[src/sv/ctlm_pkg.sv]
// ----------------------------------------------------------------------------
// ctlm_pkg
// Shared types, codes and constants of the time-in-state load monitor.
// ----------------------------------------------------------------------------
package ctlm_pkg;

    localparam int MAX_FREQ_STATES = 16;
    localparam int FIDX_W          = $clog2(MAX_FREQ_STATES);
    localparam int RES_DEPTH       = 2 * MAX_FREQ_STATES;
    localparam int RES_AW          = $clog2(RES_DEPTH);

    localparam int TS_W    = 48;
    localparam int RES_W   = 64;
    localparam int MHZ_W   = 16;
    localparam int KHZ_W   = 24;
    localparam int NFS_W   = 5;
    localparam int PCT_W   = 7;
    localparam int CFG_W   = 16;
    localparam int CFG_IW  = 2;

    // shared multiplier operand widths
    localparam int MUL_A_W = 32;
    localparam int MUL_B_W = 25;
    localparam int MUL_P_W = MUL_A_W + MUL_B_W;

    // khz to mhz: floor(x / 1000) == (x * ceil(2^34 / 1000)) >> 34 for 24-bit x
    localparam logic [MUL_B_W-1:0] KHZ_RECIP = 25'd17179870;
    localparam int                 KHZ_SHIFT = 34;

    localparam int WSUM_W = MHZ_W + RES_W + FIDX_W;
    localparam int ISUM_W = RES_W + FIDX_W;
    localparam int NUM_W  = WSUM_W + PCT_W;
    localparam int DEN_W  = 64;

    localparam logic [PCT_W-1:0] PCT_FULL = 7'd100;

    typedef enum logic [1:0] {
        CMD_FREQ  = 2'd0,
        CMD_IDLE  = 2'd1,
        CMD_READ  = 2'd2,
        CMD_TABLE = 2'd3
    } t_cmd;

    typedef enum logic [1:0] {
        ST_DONE    = 2'd0,
        ST_IGNORED = 2'd1,
        ST_REJECT  = 2'd2
    } t_status;

    localparam logic [CFG_IW-1:0] CFG_ENABLE   = 2'd0;
    localparam logic [CFG_IW-1:0] CFG_MAX_FREQ = 2'd1;
    localparam logic [CFG_IW-1:0] CFG_NUM_FREQ = 2'd2;

    typedef struct packed {
        logic [1:0]       command;
        logic [TS_W-1:0]  timestamp_us;
        logic [KHZ_W-1:0] freq_khz;
        logic [1:0]       idle_index;
        logic [3:0]       table_index;
        logic [MHZ_W-1:0] table_mhz;
    } t_in_word;

    typedef struct packed {
        logic [1:0]       status;
        logic [PCT_W-1:0] load_pct;
        logic [PCT_W-1:0] active_pct;
    } t_out_word;

    typedef struct packed {
        logic [MUL_A_W-1:0] a;
        logic [MUL_B_W-1:0] b;
    } t_mul_req;

    typedef struct packed {
        logic             start;
        logic [NUM_W-1:0] num;
        logic [DEN_W-1:0] den;
    } t_div_req;

    typedef struct packed {
        logic             done;
        logic [PCT_W-1:0] quot;
    } t_div_rsp;

    typedef enum logic [4:0] {
        S_IDLE, S_MHZ, S_MHZ_GET, S_SEARCH, S_CH_RD, S_CH_WR,
        S_RD_A, S_RD_I, S_ML, S_MH, S_MA,
        S_ST0, S_ST1, S_ST2, S_UDIV, S_UWAIT, S_BDIV, S_BWAIT,
        S_FIN, S_DONE
    } t_state;

endpackage

[src/sv/ctlm_mul.sv]
// ----------------------------------------------------------------------------
// ctlm_mul
// Shared unsigned multiplier with a registered product.
// ----------------------------------------------------------------------------
module ctlm_mul
    import ctlm_pkg::*;
(
    input  logic               i_clk,
    input  t_mul_req           i_req,
    output logic [MUL_P_W-1:0] o_prod
);

    logic [MUL_P_W-1:0] r_prod;

    always_ff @(posedge i_clk) begin
        r_prod <= MUL_P_W'(i_req.a) * MUL_P_W'(i_req.b);
    end

    assign o_prod = r_prod;

endmodule

[config.mk]
export PLATFORM = sky130hd
export DESIGN_NAME = ctlm_mul
export DESIGN_NICKNAME = d
export VERILOG_FILES = /design/src/sv/ctlm_pkg.sv /design/src/sv/ctlm_mul.sv
export SDC_FILE = /design/constraint.sdc
export NUM_CORES = 2
export LEC_CHECK = 0
export BUFFER_PORTS_ARGS = -buffer_cell sky130_fd_sc_hd__buf_2
export CORE_MARGIN = 2
export CORE_UTILIZATION = 35
export CTS_BUF_LIST = sky130_fd_sc_hd__clkbuf_4
export DETAILED_ROUTE_END_ITERATION = 8
export PLACE_DENSITY = 0.56
export SLEW_MARGIN = 40
export SYNTH_ARGS = -nofsm -noshare
export SYNTH_HDL_FRONTEND = slang
export SYNTH_SLANG_ARGS = --single-unit
[constraint.sdc]
create_clock -name i_clk -period 10.2 [get_ports i_clk]
set_input_delay 2.04 -clock i_clk [delete_from_list [all_inputs] [get_ports i_clk]]
set_output_delay 2.04 -clock i_clk [all_outputs]
set_load 0.02 [all_outputs]
Yosys cells after proc, flatten, opt, wreduce, memory -nomap -nowiden
Index checks and enable logic that the tools add are counted.

Bits in registers: 57. Input port bits: 58. Output and inout port bits: 57.

Multiply operators: 1.

Operator list (number): 32-bit by 25-bit multiplier with 57-bit output (1).

Depth between registers and ports, before layout
Depth in word-level cells: 1. Depth in mapped cells: 27. Mapped depth without buffers: 25.

Least setup slack after synthesis
OpenSTA, ideal clock, no wires.

Path kind: input to register. From: input port i_req[35] in the netlist's numbering. To: register r_prod[54], in the netlist o_prod[54]. Arrival: 8.084 ns. Path slack: 1.997 ns. Stages: 25. Path buffers: 2. Path through: clkbuf_1 > nand2_1 > fa_1 > fa_1 > inv_1 > fa_1 > inv_1 > fa_1 > inv_1 > fa_1 > fa_1 > inv_1 > fa_1 > inv_1 > ha_1 > clkbuf_1 > nand4_1 > nor2_1 > a21oi_1 > a41oi_1 > a21oi_1 > o31a_1 > o21ai_2 > a41oi_2 > xnor2_1.

Word-level cells in the longest chain between the ends: 1.

RTL lines: start: declaration (line ctlm_mul.sv:9) `input t_mul_req i_req,`; 32-bit by 25-bit multiplier with 57-bit output (line ctlm_mul.sv:16) `r_prod <= MUL_P_W'(i_req.a) * MUL_P_W'(i_req.b);`; end signal: assignment (line ctlm_mul.sv:16); end: declaration (line ctlm_mul.sv:13) `logic [MUL_P_W-1:0] r_prod;`.

No other way between the ends.

Worst setup path after layout
From: input port i_req[5] in the netlist's numbering. To: register r_prod[54], in the netlist o_prod[54].

Same word-level chain as after synthesis.

==> reports/metrics.csv <==
stage,metric,value,unit
drt,Post-Route WL,73330,um
synthesis,warnings from Yosys,0,
die,Initial Util,35.22,%
die,Die ar.,79800,sq um
synthesis,Mapped Cells,3020,
timing,Max Slew Vio Count,0,
die,chip height,282.5,um
placed_design,Post-DP HPWL,59530,um
timing,Fin. Hold Viols,0,
drt,DRC violations left,0,
synthesis,synth top area cells,"fa_1 (51%), inv_1 (10%), and2_1 (10%)",
layout,share of cells above drive strength 1,4.958,%
die,Top Ports,115,
die,num rows,102,
drt,via-per-instance ratio,4.821,
synthesis,Synth top cells by count,"inv_1 (756), fa_1 (687), and2_1 (433)",
run_status,status,"complete, no violations",
die,core area,77080,sq um
synthesis,Synth Register Bits,57,
synthesis,leading area contributor after synthesis,fa_1,
cts,clock sinks,57,
timing,period utilisation layout,85.87,%
cts,clock slew at reported path FFs,0.12,ns
drt,Antenna Nets Post-Route,0,
min_path,worst hold start,i_req[25],
run,total of max-cap violations,0,
grt,global-route usage over all layers,19.23,%
synthesis,synthesized net count,3957,
timing,f_max,0.1142,GHz
drt,First DRT Iteration DRCs,896,
timing,Tmin final,8.758,ns
synthesis,Synth top area share,50.66,%
placed_design,GPL Wtd Cong,0.8609,
cts,htree depth,3,
cts,CTS tree,yes,
critical_path,Worst setup SP type,input pin,
timing,Final TNS setup,0,ns
cts,CTS max path bufs,2,
grt,grt total ovfl,0,
timing,final setup fails,0,
grt,first-pass GRT wire length,118000,um
critical_path,worst setup path category,input pin to flip-flop,
drt,DR pass1 iterations,5,
placed_design,IO Port Bufs,114,
synthesis,Avg Inst Size Synth,8.989,sq um
timing,Least-Margin Pin Slew,0.8516,ns
cts,post-cts resize count,0,
cts,Post-CTS Hold Buffers,0,
min_path,Hold Path Depth,2,
min_path,worst hold path type,input pin to flip-flop,
cts,Num CTS Buffers,9,
layout,Largest register FFs,57,
grt,largest net degree at the start of global routing,33,
min_path,WHS Endpoint,o_prod[0],
critical_path,"Arr. time, crit path",9.09,ns
drt,vias,19420,
synthesis,Yosys cell types,54,
synthesis,asr flop ratio synth,0,%
synthesis,"Seq/Total Area, Yosys",4.204,%
grt,initial antenna violation count,4,
synthesis,Post-synth EDFFs,0,
critical_path,worst-path fanout max,32,
critical_path,CP Data Required Time,10.53,ns
grt,vias in the first global route,21160,
layout,"Net count, final",3917,
layout,synthesis-to-finish area growth,5.208,%
drt,Routed WL per cell,18.21,um
die,die width,282.5,um
timing,RSZ-0062 raised after global routing,no,
timing,Slew HR,42.70,%
critical_path,Crit. End Element,flip-flop,
synthesis,ys flop type,dfxtp_1,
synthesis,most frequent cell after synthesis,inv_1,
cts,Clock Tree Root,clkbuf_4,
cts,setup bufs post-CTS,0,
synthesis,Mapped Area,27150,sq um
==> placed cells by master (no fill, tap or decap), types with 6 or more instances in the layout <==
cell,instances
a21o_1,27
a21oi_1,69
and2_1,433
buf_2,114
clkbuf_4,10
dfxtp_1,57
fa_1,687
ha_1,192
inv_1,756
nand2_1,411
nand3_1,12
nand4_1,19
nor2_1,27
nor2b_1,6
o21ai_0,25
o21bai_1,7
xnor2_1,34
xor2_1,21
==> logic make-up (layout without fill, tap and decap cells) <==
| family | count (synthesis) | after routing | synth area share [%] |
|---|---|---|---|
| AO/OA/AOI/OAI | 171 | 171 | 4.222 |
| XOR/XNOR | 55 | 55 | 1.775 |
| adder cells (fa/ha/maj) | 879 | 879 | 59.51 |
| buffers and inverters | 922 | 887 | 12.77 |
| flip-flops | 57 | 57 | 4.204 |
| other | 0 | 2 | 0 |
| AND/OR/NAND/NOR | 936 | 936 | 17.52 |
==> worst max-delay path by stage <==
stage                     depth (start not counted)       from         end  slack (ns)
after floorplan                                  25  i_req[35]  o_prod[54]        2.00
after global placement                           24   i_req[4]  o_prod[54]        1.15
after detailed placement                         24   i_req[4]  o_prod[54]        1.02
after CTS                                        24   i_req[4]  o_prod[54]        1.55
after global routing                             24   i_req[4]  o_prod[54]        1.14
final                                            24   i_req[5]  o_prod[54]        1.44
==> layer usage <==
layer / track usage (%) / vias to the layer above / part of all wire, %
met1: 22.68 / 10320 / 39
met3: 1.883 / 109 / 3.3
met4: 5.535 / 4 / 3.0
li1: - / 8584 / -
met2: 36.68 / 399 / 55
met5: 0 / - / 0.037
==> stage by stage <==
step	cells	cell area, sq um	hold slack [ns]	setup WS (ns)	utilization (%)
global placement	4009	28400	2.456	1.149	36.84
floorplan	3020	27150	2.167	1.997	-
CTS	4025	28550	2.120	1.552	37.04
detailed placement	4009	28400	2.457	1.020	36.84
global route	4027	28560	2.138	1.142	37.05
finish	4027	28560	2.155	1.442	37.05
==> worst max-delay path: stages <==
cell and delay (ns):
buf_2 0.58, nand2_1 0.17, fa_1 0.54, inv_1 0.05, fa_1 0.49, inv_1 0.06
fa_1 0.53, inv_1 0.05, fa_1 0.44, fa_1 0.50, fa_1 0.56, inv_1 0.05
fa_1 0.48, inv_1 0.04, ha_1 0.45, nand2_1 0.12, nor2_1 0.27, a21oi_1 0.11
a41oi_1 0.31, a21oi_1 0.24, o31a_1 0.39, o21ai_2 0.25, a41oi_2 0.16, xnor2_1 0.15
==> cell type report <==
class,instances,area [sq um]
fill,8038,48520
sequential,57,1141
inverter,756,2838
clock buffer,10,75.07
antenna,2,5.005
tap,1040,1301
clock inverter,6,82.58
multi-input combinational,2041,22540
timing repair buffer,115,578.1
Power is not shown: default switching activity piles up to over one toggle a cycle in this logic, so the estimate is an artifact.
