<file path="config.mk">
export PLATFORM = sky130hd
export DESIGN_NAME = ctlm_div
export DESIGN_NICKNAME = d
export VERILOG_FILES = /design/src/sv/ctlm_pkg.sv /design/src/sv/ctlm_div.sv
export SDC_FILE = /design/constraint.sdc
export NUM_CORES = 1
export LEC_CHECK = 0
export BUFFER_PORTS_ARGS = -buffer_cell sky130_fd_sc_hd__buf_2
export CORE_UTILIZATION = 50
export CTS_BUF_LIST = sky130_fd_sc_hd__clkbuf_4 sky130_fd_sc_hd__clkbuf_8 sky130_fd_sc_hd__clkbuf_16
export DETAILED_ROUTE_END_ITERATION = 6
export PLACE_DENSITY = 0.73
export SYNTH_ARGS = -nofsm -noshare
export SYNTH_HDL_FRONTEND = slang
export SYNTH_SLANG_ARGS = --single-unit
export TNS_END_PERCENT = 20
</file>
<file path="constraint.sdc">
create_clock -name i_clk -period 4.8 [get_ports i_clk]
set_input_delay 0.48 -clock i_clk [delete_from_list [all_inputs] [get_ports i_clk]]
set_output_delay 0.48 -clock i_clk [all_outputs]
set_load 0.05 [all_outputs]
</file>
<file path="src/sv/ctlm_pkg.sv">
// ----------------------------------------------------------------------------
// ctlm_pkg
// Shared types, codes and constants of the time-in-state load monitor.
// ----------------------------------------------------------------------------
package ctlm_pkg;

    localparam int MAX_FREQ_STATES = 16;
    localparam int FIDX_W          = $clog2(MAX_FREQ_STATES);
    localparam int RES_DEPTH       = 2 * MAX_FREQ_STATES;
    localparam int RES_AW          = $clog2(RES_DEPTH);

    localparam int TS_W    = 48;
    localparam int RES_W   = 64;
    localparam int MHZ_W   = 16;
    localparam int KHZ_W   = 24;
    localparam int NFS_W   = 5;
    localparam int PCT_W   = 7;
    localparam int CFG_W   = 16;
    localparam int CFG_IW  = 2;

    // shared multiplier operand widths
    localparam int MUL_A_W = 32;
    localparam int MUL_B_W = 25;
    localparam int MUL_P_W = MUL_A_W + MUL_B_W;

    // khz to mhz: floor(x / 1000) == (x * ceil(2^34 / 1000)) >> 34 for 24-bit x
    localparam logic [MUL_B_W-1:0] KHZ_RECIP = 25'd17179870;
    localparam int                 KHZ_SHIFT = 34;

    localparam int WSUM_W = MHZ_W + RES_W + FIDX_W;
    localparam int ISUM_W = RES_W + FIDX_W;
    localparam int NUM_W  = WSUM_W + PCT_W;
    localparam int DEN_W  = 64;

    localparam logic [PCT_W-1:0] PCT_FULL = 7'd100;

    typedef enum logic [1:0] {
        CMD_FREQ  = 2'd0,
        CMD_IDLE  = 2'd1,
        CMD_READ  = 2'd2,
        CMD_TABLE = 2'd3
    } t_cmd;

    typedef enum logic [1:0] {
        ST_DONE    = 2'd0,
        ST_IGNORED = 2'd1,
        ST_REJECT  = 2'd2
    } t_status;

    localparam logic [CFG_IW-1:0] CFG_ENABLE   = 2'd0;
    localparam logic [CFG_IW-1:0] CFG_MAX_FREQ = 2'd1;
    localparam logic [CFG_IW-1:0] CFG_NUM_FREQ = 2'd2;

    typedef struct packed {
        logic [1:0]       command;
        logic [TS_W-1:0]  timestamp_us;
        logic [KHZ_W-1:0] freq_khz;
        logic [1:0]       idle_index;
        logic [3:0]       table_index;
        logic [MHZ_W-1:0] table_mhz;
    } t_in_word;

    typedef struct packed {
        logic [1:0]       status;
        logic [PCT_W-1:0] load_pct;
        logic [PCT_W-1:0] active_pct;
    } t_out_word;

    typedef struct packed {
        logic [MUL_A_W-1:0] a;
        logic [MUL_B_W-1:0] b;
    } t_mul_req;

    typedef struct packed {
        logic             start;
        logic [NUM_W-1:0] num;
        logic [DEN_W-1:0] den;
    } t_div_req;

    typedef struct packed {
        logic             done;
        logic [PCT_W-1:0] quot;
    } t_div_rsp;

    typedef enum logic [4:0] {
        S_IDLE, S_MHZ, S_MHZ_GET, S_SEARCH, S_CH_RD, S_CH_WR,
        S_RD_A, S_RD_I, S_ML, S_MH, S_MA,
        S_ST0, S_ST1, S_ST2, S_UDIV, S_UWAIT, S_BDIV, S_BWAIT,
        S_FIN, S_DONE
    } t_state;

endpackage

</file>
<file path="src/sv/ctlm_div.sv">
// ----------------------------------------------------------------------------
// ctlm_div
// Restoring divider for percent quotients, one bit per cycle, saturating
// at 100.
// ----------------------------------------------------------------------------
module ctlm_div
    import ctlm_pkg::*;
(
    input  logic     i_clk,
    input  logic     i_rst_n,
    input  t_div_req i_req,
    output t_div_rsp o_rsp
);

    localparam int DSH_W = DEN_W + PCT_W - 1;

    logic             r_busy, n_busy;
    logic [2:0]       r_cnt, n_cnt;
    logic             r_sat, n_sat;
    logic [NUM_W-1:0] r_rem, n_rem;
    logic [DSH_W-1:0] r_dsh, n_dsh;
    logic [PCT_W-1:0] r_q, n_q;
    logic [NUM_W-1:0] w_top;

    // quotient of 128 or more is saturated up front
    assign w_top = NUM_W'({i_req.den, {PCT_W{1'b0}}});

    always_comb begin
        n_busy = r_busy;
        n_cnt  = r_cnt;
        n_sat  = r_sat;
        n_rem  = r_rem;
        n_dsh  = r_dsh;
        n_q    = r_q;
        if (i_req.start) begin
            n_busy = 1'b1;
            n_sat  = (i_req.num >= w_top);
            n_cnt  = n_sat ? 3'd0 : 3'(PCT_W);
            n_rem  = i_req.num;
            n_dsh  = {i_req.den, {(PCT_W-1){1'b0}}};
            n_q    = '0;
        end else if (r_busy) begin
            if (r_cnt == 3'd0) begin
                n_busy = 1'b0;
            end else begin
                if (r_rem >= NUM_W'(r_dsh)) begin
                    n_rem = r_rem - NUM_W'(r_dsh);
                    n_q   = {r_q[PCT_W-2:0], 1'b1};
                end else begin
                    n_q   = {r_q[PCT_W-2:0], 1'b0};
                end
                n_dsh = r_dsh >> 1;
                n_cnt = r_cnt - 3'd1;
            end
        end
    end

    always_ff @(posedge i_clk) begin
        if (!i_rst_n) begin
            r_busy <= 1'b0;
            r_cnt  <= '0;
        end else begin
            r_busy <= n_busy;
            r_cnt  <= n_cnt;
        end
    end

    always_ff @(posedge i_clk) begin
        r_sat <= n_sat;
        r_rem <= n_rem;
        r_dsh <= n_dsh;
        r_q   <= n_q;
    end

    assign o_rsp.done = r_busy && (r_cnt == 3'd0);
    assign o_rsp.quot = (r_sat || (r_q > PCT_FULL)) ? PCT_FULL : r_q;

endmodule

</file>
# == Word-level counts from Yosys, hierarchy flattened ==
# Cells that the tools add are included.
# totals
output_inout_bits,8
word_cells,38
inputBits,158
regBits,173
# classes
muxes,16
bitwise,1
order_cmp,3
n_addsub,2
n_eq_ne,1
reduce_logical,8
# op_table
cell,n
91-bit two-way mux,4
70-bit two-way mux,3
91-bit by 70-bit greater-or-equal comparator with 1-bit output,1
91-bit by 71-bit greater-or-equal comparator with 1-bit output,1
91-bit by 70-bit subtractor with 91-bit output,1
3-bit two-way mux,4
7-bit > comparator (second input constant),1
7-bit two-way mux,1
1-bit two-way mux,4
2-bit AND reduction,2
2-bit nonzero test,2
3-bit zero test,1
3-bit AND reduction,1
3-bit by 1-bit subtractor with 3-bit output (second input constant),1
2-bit inequality test (second input constant),1
1-bit logical AND,1
1-bit logical OR,1
1-bit NOT,1

# == Logic depth before layout (Yosys ltp) ==
# Gate-level depths: netlist of the first run.
# depth
depth_word,5
mapped_depth,13
mapped_depth_nobuf,13

# == Least setup slack after synthesis of the first run ==
# No wires, ideal clock.
# synth_timing
kind,reg-to-reg
startpoint,register r_rem[22]
endpoint,register r_rem[0] (enable)
synth_period_minus_slack_ns,4.687
slack_ns,0.113
t_arrival_ns,4.239
stages_incl_launch_ff,11
setup_time_ns,0.448
cell_sequence,edfxtp_1 -> ha_1 -> clkbuf_1 -> nand4_1 -> nor4_4 -> nand3_1 -> a211o_2 -> a211oi_2 -> o21bai_2 -> nand3_1 -> a21o_1
# synth_via
elab_chain_len,3
# synth_lines
element,line_no,text
"start, declared",ctlm_div.sv:20,"logic [NUM_W-1:0] r_rem, n_rem;"
"start signal, assigned",ctlm_div.sv:70,r_rem <= n_rem;
91-bit by 70-bit greater-or-equal comparator with 1-bit output,ctlm_div.sv:46,if (r_rem >= NUM_W'(r_dsh)) begin
2-bit nonzero test (no line),n/a,
3-bit AND reduction (no line),n/a,
# No other way between the ends.
# A chain may end at the register's enable or synchronous reset.

# == Final worst setup path of the first run ==
# layout_timing
startpoint,input i_req[1] in the netlist's numbering
endpoint,register r_cnt[0]
# layout_via
elab_chain_len,3
# layout_lines
element,line_no,text
"start, declared",ctlm_div.sv:11,"input t_div_req i_req,"
91-bit by 71-bit greater-or-equal comparator with 1-bit output,ctlm_div.sv:37,n_sat = (i_req.num >= w_top);
3-bit two-way mux,ctlm_div.sv:38,n_cnt = n_sat ? 3'd0 : 3'(PCT_W);
3-bit two-way mux,ctlm_div.sv:35,if (i_req.start) begin
"end signal, assigned",ctlm_div.sv:64,r_cnt <= n_cnt;
"end, declared",ctlm_div.sv:18,"logic [2:0] r_cnt, n_cnt;"
# No other way between the ends.

==> summary.txt, run 1 <==
Outcome
  • Outcome: complete, no violations

Critical path
  • R2r setup slk: between 800 and 900 ps
  • Crit-path max cell delay: between 1000 and 1500 ps
  • Worst EP required: between 5000 and 6000 ps
  • Critical Path Start Type: primary input
  • Worst EP arrival: 4800 ps
  • Crit path kind: in2reg
  • Buf/Inv on CP: 2
  • CP max FO: 3
  • Worst path cell trace: buf_2, inv_1, ha_1, nor2b_1, o21a_1, o21ai_0, a211oi_1, a2111oi_0, o21ai_0, a311oi_1, o21ai_0, and2_1, nor2_1
  • Crit path capture type: register
  • Crit path top cell by count: o21ai_0
  • Top Family by Delay on Critical Path: compound AO/OA/AOI/OAI gates
  • CP max-delay cell: a2111oi_0

Global route
  • Initial antenna violation count: 0
  • Grt ovf: 0
  • Largest net degree at the start of global routing: 120
  • GR Util All Layers: 0.261
  • Global-route wire length before repair: roughly 60 mm
  • Vias in the first global route: roughly 12,000

Place
  • Placer congestion estimate: between 0.9 and 1
  • Number of buffers added on ports: 165
  • DP HPWL: slightly below 30 mm
  • Placed insts: about 2,100

Detailed routing
  • Initial DRC count: approximately 1,100
  • Vias: between 10,000 and 15,000
  • Final WL: about 37 mm
  • Via-per-instance ratio: between 5 and 6
  • Final ANT Viol Nets: 0
  • Average wire per standard cell: ~17 µm
  • Remaining routing DRC violations: 0
  • Drt pass-1 iters: 5

Timing
  • Rel. slew slack: 0.213
  • RSZ-0062 raised after global routing: no
  • Final Hold Viols: 0
  • Clock Skew: 14.0 ps
  • Setup TNS: 0 ps
  • Worst Max-Slew Pin Slew: 1150 ps
  • Slew Limit Fails: 0
  • Final setup fails: 0
  • Period Utilization, post-route: 0.921
  • Fin Hold WS: 289 ps
  • Final min period: approximately 4400 ps
  • Fmax: between 200 and 250 MHz

Synthesis
  • YS warnings: 0
  • Post-synthesis register bit count: 173
  • Synth area leader: edfxtp_1
  • Share of the synthesized area in the top cell type: 0.332
  • Async SR Flop Fraction: 0
  • Post-Synthesis Cells: ~1,700
  • Top FF cell, synth: edfxtp_1
  • Synth Area per Inst: around 8.4 µm²
  • Syn_nets: about 2,000
  • Synth cell types: 73
  • Synth top area cells: edfxtp_1 (33%), ha_1 (12%), nand2_1 (7.1%)
  • Sequential area share after synthesis: 0.356
  • Post-synth EDFFs: ~160
  • Synthesized area: 14,100 µm²

Die
  • Die height: 170 µm
  • Rows: 61
  • Initial core utilization: 0.508
  • Die W: about 170 µm
  • Die area: 28,900 µm²
  • I/O pin count: 166
  • Total core area: between 20,000 and 30,000 µm²

Finish
  • Layout area overhead: 11.9%
  • Layout cells sized above 1: 0.135
  • N_diodes: 0
  • Finished Layout Cells: approximately 2,200
  • Final Core Density: 0.568
  • Final net count: 2,079

Run
  • Maxcap violations: 0

CTS
  • Num CTS Buffers: 17
  • Total setup buffers inserted after CTS: 0
  • CTS clk-pin slew, worst paths: 70 ps
  • Skew-Pair Late Insertion Delay: about 440 ps
  • Root Driver: clkbuf_16
  • Clk buf depth: 2
  • Post_cts resized: 0
  • CTS tree: built
  • Cts hold-fix bufs: 0
  • Clk sinks: approximately 170
  • H-Tree Depth: 4

Pwr
  • Worst vdd ir: between 0.0002 and 0.00025 V
  • Clock share of power: 0.234
  • Seq pwr share: 0.335
  • Switching portion of total power: 0.388
  • Combinational power share: 0.430
  • Power after layout: between 5000 and 6000 µW
  • Int Pwr: around 3600 µW
  • Leak Pwr: between 0.006 and 0.007 µW
  • NetSw: between 2000 and 2500 µW
  • Power Dens Cells: between 300 and 400 nW/µm²

Hold path
  • Min-delay worst type: in2reg
==> through the flow <==
stage	area, µm²	worst slack, ps
2_1_floorplan	14100	113
3_3_place_gp	15200	-262
3_5_place_dp	15200	-255
4_1_cts	15800	182
5_1_grt	15800	49.5
6_report	15800	379
==> state kept, by name, summed over array words and instances, names as in the netlist <==
register	cells
r_busy	1
r_cnt	3
r_dsh	70
r_q	7
r_rem	91
r_sat	1
==> layer usage <==
layer	vias to the layer above	GRT usage	share of wire
li1	6249	-	-
met1	5942	0.337	0.44
met2	372	0.448	0.48
met3	70	0.0309	0.045
met4	0	0.0967	0.027
met5	-	0	0
==> area by class of cell <==
class | instances | area [µm²]
timing repair buffer | 173 | 907
inverter | 165 | 619
multi-input combinational | 1254 | 8170
tap | 378 | 473
clock inverter | 10 | 76.3
fill | 2606 | 12000
sequential | 173 | 5020
clock buffer | 22 | 510
==> power by group through the flow <==
stage          Combinational (µW)  Clock, µW  Sequential [µW]
6_report                     2560       1400             2000
5_1_grt                      2840       1470             2020
4_1_cts                      2530       1400             2000
3_5_place_dp                 2510          0             2030
3_3_place_gp                 2460          0             2020
2_1_floorplan                1880          0             2000
==> cell usage after synthesis, drive strengths merged (16+ instances only) <==
cell type / n
nor3: 20
nor2: 76
nand4: 44
xor2: 34
nand2: 267
a21o: 68
edfxtp: 156
o21bai: 22
o21ai: 147
nand3: 25
o31ai: 69
dfxtp: 17
clkbuf: 74
xnor2: 52
ha: 136
inv: 165
nor4: 16
a21oi: 133
a211oi: 16
==> worst paths after layout <==
kind | end | cells past startpoint | from
worst max-delay path | r_cnt[0]$_SDFFE_PN0P_ | 13 | i_req[1]
worst min-delay path | r_busy$_SDFF_PN0_ | 2 | i_rst_n
worst max register to register | r_rem[55]$_DFFE_PP_ | 13 | r_dsh[40]$_DFFE_PP_
worst min register to register | r_dsh[0]$_SDFFE_PP0P_ | 2 | r_dsh[0]$_SDFFE_PP0P_
==> kinds of logic after synthesis <==
logic type,after synthesis,synth area share
fa+ha+maj,137,0.122
compound gates,516,0.233
xor+xnor,86,0.0534
mux,4,0.00319
simple gates,511,0.167
flops,173,0.356
buf+inv,244,0.0653
==> cell usage in the layout (no fill, tap or decap), types with 21 or more instances in the layout <==
cell and count:
a21oi_1 132, nand4_1 43, a21o_1 67, buf_2 164
o21ai_0 136, o21bai_1 21, edfxtp_1 156, inv_1 165
nor2_1 76, nand3_1 25, nand2_1 266, xor2_1 34
xnor2_1 52, o31ai_1 69, ha_1 136
==> worst reg2reg max path: cells and delay by family (launching register included) <==
kind	cells	cell delay, ps
AND/OR/NAND/NOR	6	1280
AO/OA/AOI/OAI	4	1150
adder cells (fa/ha/maj)	1	380
flip-flops	1	330
buffers and inverters	2	440
Power figures use the tool's default switching activity.
==> run 2, diff against run 1 <==
--- a/config.mk
+++ b/config.mk
@@ -10,6 +10,7 @@
 export CTS_BUF_LIST = sky130_fd_sc_hd__clkbuf_4 sky130_fd_sc_hd__clkbuf_8 sky130_fd_sc_hd__clkbuf_16
 export DETAILED_ROUTE_END_ITERATION = 6
 export PLACE_DENSITY = 0.73
+export SKIP_LAST_GASP = 1
 export SYNTH_ARGS = -nofsm -noshare
 export SYNTH_HDL_FRONTEND = slang
 export SYNTH_SLANG_ARGS = --single-unit
==> constraint.sdc (replaced) <==
create_clock -name i_clk -period 3.93 [get_ports i_clk]
set_input_delay 0.393 -clock i_clk [delete_from_list [all_inputs] [get_ports i_clk]]
set_output_delay 0.393 -clock i_clk [all_outputs]
set_load 0.05 [all_outputs]
==> run 2 against run 1 <==
Clock-buffer cell count down 4. Setup slack worse by 21 ps. Hold slack worse by 86 ps. First-iteration DRC count down 8.7%. Sequential cell count unchanged. Via count down 0.55%. Combinational power up 23%. Critical path type is now reg2reg.
==> summary.txt, run 2 (synthesis results as in run 1) <==
Global route
  • Initial antenna violation count: 0
  • Largest net degree at the start of global routing: 94
  • Global-route wire length before repair: 58.7 mm
  • Grt ovf: 0
  • Vias in the first global route: around 12,000
  • GR Util All Layers: 0.255

Finish
  • Final Core Density: 0.572
  • Biggest register: r_rem
  • Layout cells sized above 1: 0.139
  • Final net count: 2,088
  • Layout area overhead: 12.7%
  • Area occupied by multi-input gates: 8180 µm²
  • Most common cell after layout, fill and taps aside: nand2_1
  • N_diodes: 0
  • Max FFs per register: a little over 90
  • FF/Latch Area: around 5000 µm²
  • Most frequent cells in the layout: nand2_1 (266), inv_1 (165), buf_2 (164)
  • Fillers: 2,600
  • Top Registers: r_rem: 91 flops, r_dsh: 70 flops, r_q: 7 flops

Timing
  • Clock Skew: ~13 ps
  • Worst Max-Slew Pin Slew: ~880 ps
  • RSZ-0062 raised after global routing: no
  • Fmax: 280 MHz
  • Setup ws final: between 300 and 400 ps
  • Final min period: roughly 3600 ps
  • Final setup fails: 0
  • Period Utilization, post-route: 0.909
  • Slew Limit Fails: 0
  • Rel. slew slack: 0.415
  • Final Hold Viols: 0
  • Fin Hold WS: between 200 and 250 ps

CTS
  • Skew-Pair Late Insertion Delay: ~440 ps
  • CTS tree: built
  • Clk buf depth: 2
  • Num CTS Buffers: 17
  • Post_cts resized: 0
  • Cts hold-fix bufs: 0
  • Total setup buffers inserted after CTS: 0
  • Root Driver: clkbuf_16
  • H-Tree Depth: 4
  • Clk sinks: about 170
  • CTS clk-pin slew, worst paths: roughly 70 ps

Detailed routing
  • Average wire per standard cell: between 15 and 20 µm
  • Initial DRC count: about 1,000
  • Drt pass-1 iters: 5
  • Final ANT Viol Nets: 0
  • Via-per-instance ratio: 5.75
  • Final WL: between 30 and 40 mm
  • Vias: ~13,000
  • Remaining routing DRC violations: 0

Place
  • Placer congestion estimate: about 0.93
  • Number of buffers added on ports: 165
  • Pre-CTS WS: -235 ps
  • DP HPWL: between 20 and 30 mm

Pwr
  • Clock share of power: 0.242
  • Seq pwr share: 0.331
  • NetSw: about 2800 µW
  • Combinational power share: 0.427
  • Int Pwr: roughly 4500 µW
  • Power Dens Cells: between 400 and 500 nW/µm²
  • Leak Pwr: 0.00691 µW
  • Worst vdd ir: between 0.0002 and 0.0003 V
  • Switching portion of total power: 0.387

Outcome
  • Outcome: complete, no violations

Critical path
  • Critical R2R Launch: r_rem[4]$_DFFE_PP_
  • Worst EP required: between 4000 and 5000 ps
  • Worst EP arrival: ~3800 ps
  • R2r setup slk: around 360 ps
  • Critical Path Start Type: register
  • Worst R2R Path Depth: 11
  • RR Endpoint: r_rem[81]$_DFFE_PP_
  • CP max FO: 5
  • Crit path kind: reg2reg
  • Crit path capture type: register

Hold path
  • Cell depth of the worst hold path: 2
  • Min-delay worst type: in2reg
  • Hold Crit Start: i_rst_n
  • Worst hold endpoint: r_busy$_SDFF_PN0_

Die
  • Die height: roughly 170 µm
  • Rows: 61
  • Die W: about 170 µm
  • I/O pin count: between 150 and 200
  • Initial core utilization: 0.508
  • Die area: around 29,000 µm²
  • Total core area: approximately 28,000 µm²

Run
  • Maxcap violations: 0
[run 2: changes by cell type in the layout (fill, tap and decap cells not counted), moves of 3 or more]
cell,change
inv_8,+3
inv_6,+3
buf_4,+8
clkinv_2,-3
[run 2: worst max path at each step]
stage,end,startpoint,cells past startpoint,slack [ps]
finish,r_rem[81]$_DFFE_PP_,r_rem[4]$_DFFE_PP_,11,360
floorplan,r_rem[0]$_DFFE_PP_,r_rem[22]$_DFFE_PP_,10,40
detailed placement,r_cnt[0]$_SDFFE_PN0P_,i_req[1],15,-240
global placement,r_cnt[2]$_SDFFE_PN0P_,i_req[1],15,-190
CTS,r_cnt[2]$_SDFFE_PN0P_,i_req[1],15,210
global route,r_rem[15]$_DFFE_PP_,r_dsh[18]$_DFFE_PP_,13,70
[run 2: cell type report]
cell class / count / area share
clock buffer: 18 / 0.0272
clock inverter: 14 / 0.0109
inverter: 165 / 0.0390
multi-input combinational: 1254 / 0.515
sequential: 173 / 0.316
tap: 378 / 0.0298
timing repair buffer: 182 / 0.0621
[run 2: critical path, cell delays in order (launching register included)]
cell and delay (ps):
edfxtp_1 390, ha_1 380, a21o_1 230, a311o_1 370, o2111ai_1 260, a31oi_2 240, a31oi_4 320, o21ai_2 160
a221oi_2 440, nand2_1 120, xnor2_1 140, mux2_2 270
[run 2: metal layers]
metal	routed length (µm)	vias up	share of wire	track usage
li1	-	6252	-	-
met1	16500	5878	0.45	0.333
met2	17600	378	0.48	0.437
met3	1870	55	0.051	0.0363
met4	794	0	0.022	0.0772
met5	0	-	0	0
[run 2: power groups by stage]
stage	Clock, µW	Sequential [µW]	Combinational (µW)
detailed placement	0	2480	3070
CTS	1810	2440	3100
finish	1780	2440	3140
floorplan	0	2440	2300
global placement	0	2470	3040
global route	1870	2460	3480
[run 2: metrics by stage]
step	power, µW	cells	TNS, ps	area, µm²
2_1_floorplan	4740	1671	0	14100
3_3_place_gp	5510	2152	-662	15300
3_5_place_dp	5550	2152	-809	15300
4_1_cts	7340	2184	0	15900
5_1_grt	7810	2184	0	15900
6_report	7350	2184	0	15900
==> run 3, diff against run 2 <==
--- a/config.mk
+++ b/config.mk
@@ -6,6 +6,8 @@
 export NUM_CORES = 1
 export LEC_CHECK = 0
 export BUFFER_PORTS_ARGS = -buffer_cell sky130_fd_sc_hd__buf_2
+export CAP_MARGIN = 5
+export CORE_ASPECT_RATIO = 1.75
 export CORE_UTILIZATION = 50
 export CTS_BUF_LIST = sky130_fd_sc_hd__clkbuf_4 sky130_fd_sc_hd__clkbuf_8 sky130_fd_sc_hd__clkbuf_16
 export DETAILED_ROUTE_END_ITERATION = 6
==> run 3 against run 2 <==
Fmax is 4.6% lower. Global-route usage increased by 3.8 points. Non-clock buffer count grew 5. Die area hardly changed. Combinational power grew 3%. Sequential power about the same. Clock skew fell by 2.9 ps. Clock-buffer cell count grew 4. Sequential cell count is the same. Final cell count stayed put. First-iteration DRC count decreased by 36%. Largest cell class unchanged.
==> summary.txt, run 3 (synthesis results as in run 1) <==
Global route
  • GR Util All Layers: 0.293
  • M2 GR Usage: 0.572
  • Vias in the first global route: ~13,000
  • Global routing usage on met3: 0.0370
  • GR peak layer: met2
  • Largest net degree at the start of global routing: about 100
  • Global-route wire length before repair: 64.3 mm
  • Initial antenna violation count: 0
  • GR Util met1: 0.285
  • Grt ovf: 0

Place
  • Pre-CTS WS: -238 ps
  • Number of buffers added on ports: approximately 170
  • DP HPWL: between 30 and 40 mm
  • Placer congestion estimate: 0.922

Die
  • Rows: just over 80
  • Total core area: between 20,000 and 30,000 µm²
  • I/O pin count: about 170
  • Die W: roughly 130 µm
  • Die area: 28,900 µm²
  • Die height: ~220 µm
  • Initial core utilization: 0.506

Finish
  • Layout cells sized above 1: 0.142
  • Layout area overhead: 13.1%
  • Area occupied by multi-input gates: approximately 8200 µm²
  • FF/Latch Area: ~5000 µm²
  • Most common cell after layout, fill and taps aside: nand2_1
  • Biggest register: r_rem
  • Most frequent cells in the layout: nand2_1 (266), inv_1 (165), buf_2 (165)
  • Final Core Density: 0.572
  • N_diodes: 0
  • Fillers: between 2,000 and 3,000
  • Final net count: ~2,100
  • Top Registers: r_rem: 91 flops, r_dsh: 70 flops, r_q: 7 flops
  • Max FFs per register: between 90 and 100

CTS
  • Cts hold-fix bufs: 0
  • H-Tree Depth: 4
  • Num CTS Buffers: 17
  • CTS tree: built
  • CTS clk-pin slew, worst paths: about 70 ps
  • Root Driver: clkbuf_16
  • Skew-Pair Late Insertion Delay: around 470 ps
  • Clk sinks: approximately 170
  • Clk buf depth: 2
  • Total setup buffers inserted after CTS: 0
  • Post_cts resized: 0

Critical path
  • CP max-delay cell: a2111oi_2
  • RR Endpoint: r_rem[48]$_DFFE_PP_
  • Worst EP arrival: about 3900 ps
  • Critical Path End: r_rem[48]$_DFFE_PP_
  • Crit-path max cell delay: 480 ps
  • Worst path cell trace: ha_1, a21oi_1, nand2_1, a221oi_2, nor3_1, a2111oi_2, a211o_2, a211oi_2, o21bai_2, nand3_1, a21o_4, buf_12
  • Critical Path Source: r_rem[21]$_DFFE_PP_
  • CP max FO: 53
  • Critical R2R Launch: r_rem[21]$_DFFE_PP_
  • Critical Path Start Type: register
  • Crit path kind: reg2reg
  • Worst EP required: around 4000 ps
  • Worst R2R Path Depth: 12
  • Crit path capture type: register
  • R2r setup slk: 190 ps

Timing
  • Slew Limit Fails: 0
  • Final setup fails: 0
  • Setup ws final: 185 ps
  • Final Hold Viols: 0
  • Worst Max-Slew Pin Slew: 926 ps
  • Period Utilization, post-route: 0.953
  • Clock Skew: between 10 and 15 ps
  • Rel. slew slack: 0.383
  • Final min period: between 3000 and 4000 ps
  • RSZ-0062 raised after global routing: no
  • Fmax: between 200 and 300 MHz

Pwr
  • Clock share of power: 0.243
  • Power Dens Cells: 469 nW/µm²
  • Switching portion of total power: 0.385
  • Int Pwr: roughly 4600 µW
  • Worst vdd ir: between 0.0003 and 0.0004 V
  • Seq pwr share: 0.327
  • Combinational power share: 0.430
  • Leak Pwr: about 0.0069 µW
  • NetSw: between 2000 and 3000 µW

Detailed routing
  • Final ANT Viol Nets: 0
  • Final WL: a little over 40 mm
  • Drt pass-1 iters: 6
  • Average wire per standard cell: around 19 µm
  • Vias: around 13,000
  • Remaining routing DRC violations: 0
  • Via-per-instance ratio: 5.84
  • Initial DRC count: 651

Hold path
  • Min-delay worst type: in2reg
  • Hold Crit Start: i_rst_n

Outcome
  • Outcome: complete, no violations

Run
  • Maxcap violations: 0
[run 3: changes by cell type in the layout (fill, tap and decap cells not counted), moves of 3 or more]
cell       before  now
buf_4          15   19
clkbuf_16      17   21
clkinv_2        0    3
inv_6           4    1
inv_8           4    0
[run 3: area by class of cell]
| class | count | share of cell area |
|---|---|---|
| Sequential cell | 173 | 0.315 |
| Multi-Input combinational cell | 1254 | 0.513 |
| Tap cell | 373 | 0.0293 |
| Inverter | 165 | 0.0388 |
| Clock buffer | 22 | 0.0338 |
| Clock inverter | 10 | 0.00596 |
| Timing Repair Buffer | 187 | 0.0641 |
[run 3: power by group through the flow]
| stage | registers (µW) | clock network (µW) | logic, µW |
|---|---|---|---|
| CTS | 2440 | 1830 | 3190 |
| floorplan | 2440 | 0 | 2300 |
| finish | 2440 | 1810 | 3220 |
| global placement | 2470 | 0 | 3120 |
| detailed placement | 2480 | 0 | 3160 |
| global route | 2470 | 1900 | 3550 |
[run 3: layer usage]
metal,wire length (µm),vias to the layer above,share of wire
met5,0,-,0
met2,22800,307,0.56
met1,14500,6068,0.36
met3,1050,117,0.026
li1,-,6262,-
met4,2250,0,0.055
[run 3: stage by stage]
stage          total power [µW]  instance area, µm²  instances  setup TNS [ps]  hold slack [ps]
2_1_floorplan              4740               14100       1671               0              440
3_3_place_gp               5590               15300       2151           -5370              449
3_5_place_dp               5650               15300       2152            -798              466
4_1_cts                    7470               15900       2184               0              176
5_1_grt                    7910               15900       2184               0              200
6_report                   7480               15900       2184               0              182
[run 3: how the worst min path moves through the flow]
stage | end | slack (ps) | cells past startpoint
finish | r_busy$_SDFF_PN0_ | 180 | 2
global placement | r_dsh[0]$_SDFFE_PP0P_ | 450 | 2
global route | r_busy$_SDFF_PN0_ | 200 | 2
floorplan | r_dsh[0]$_SDFFE_PP0P_ | 440 | 2
detailed placement | r_dsh[4]$_SDFFE_PP0P_ | 470 | 2
CTS | r_busy$_SDFF_PN0_ | 180 | 2
[run 3: critical path: cells and delay by family (launching register included)]
family	cells	cell delay [ps]
fa+ha+maj	1	390
compound gates	7	2080
buf+inv	1	190
simple gates	3	360
flops	1	380
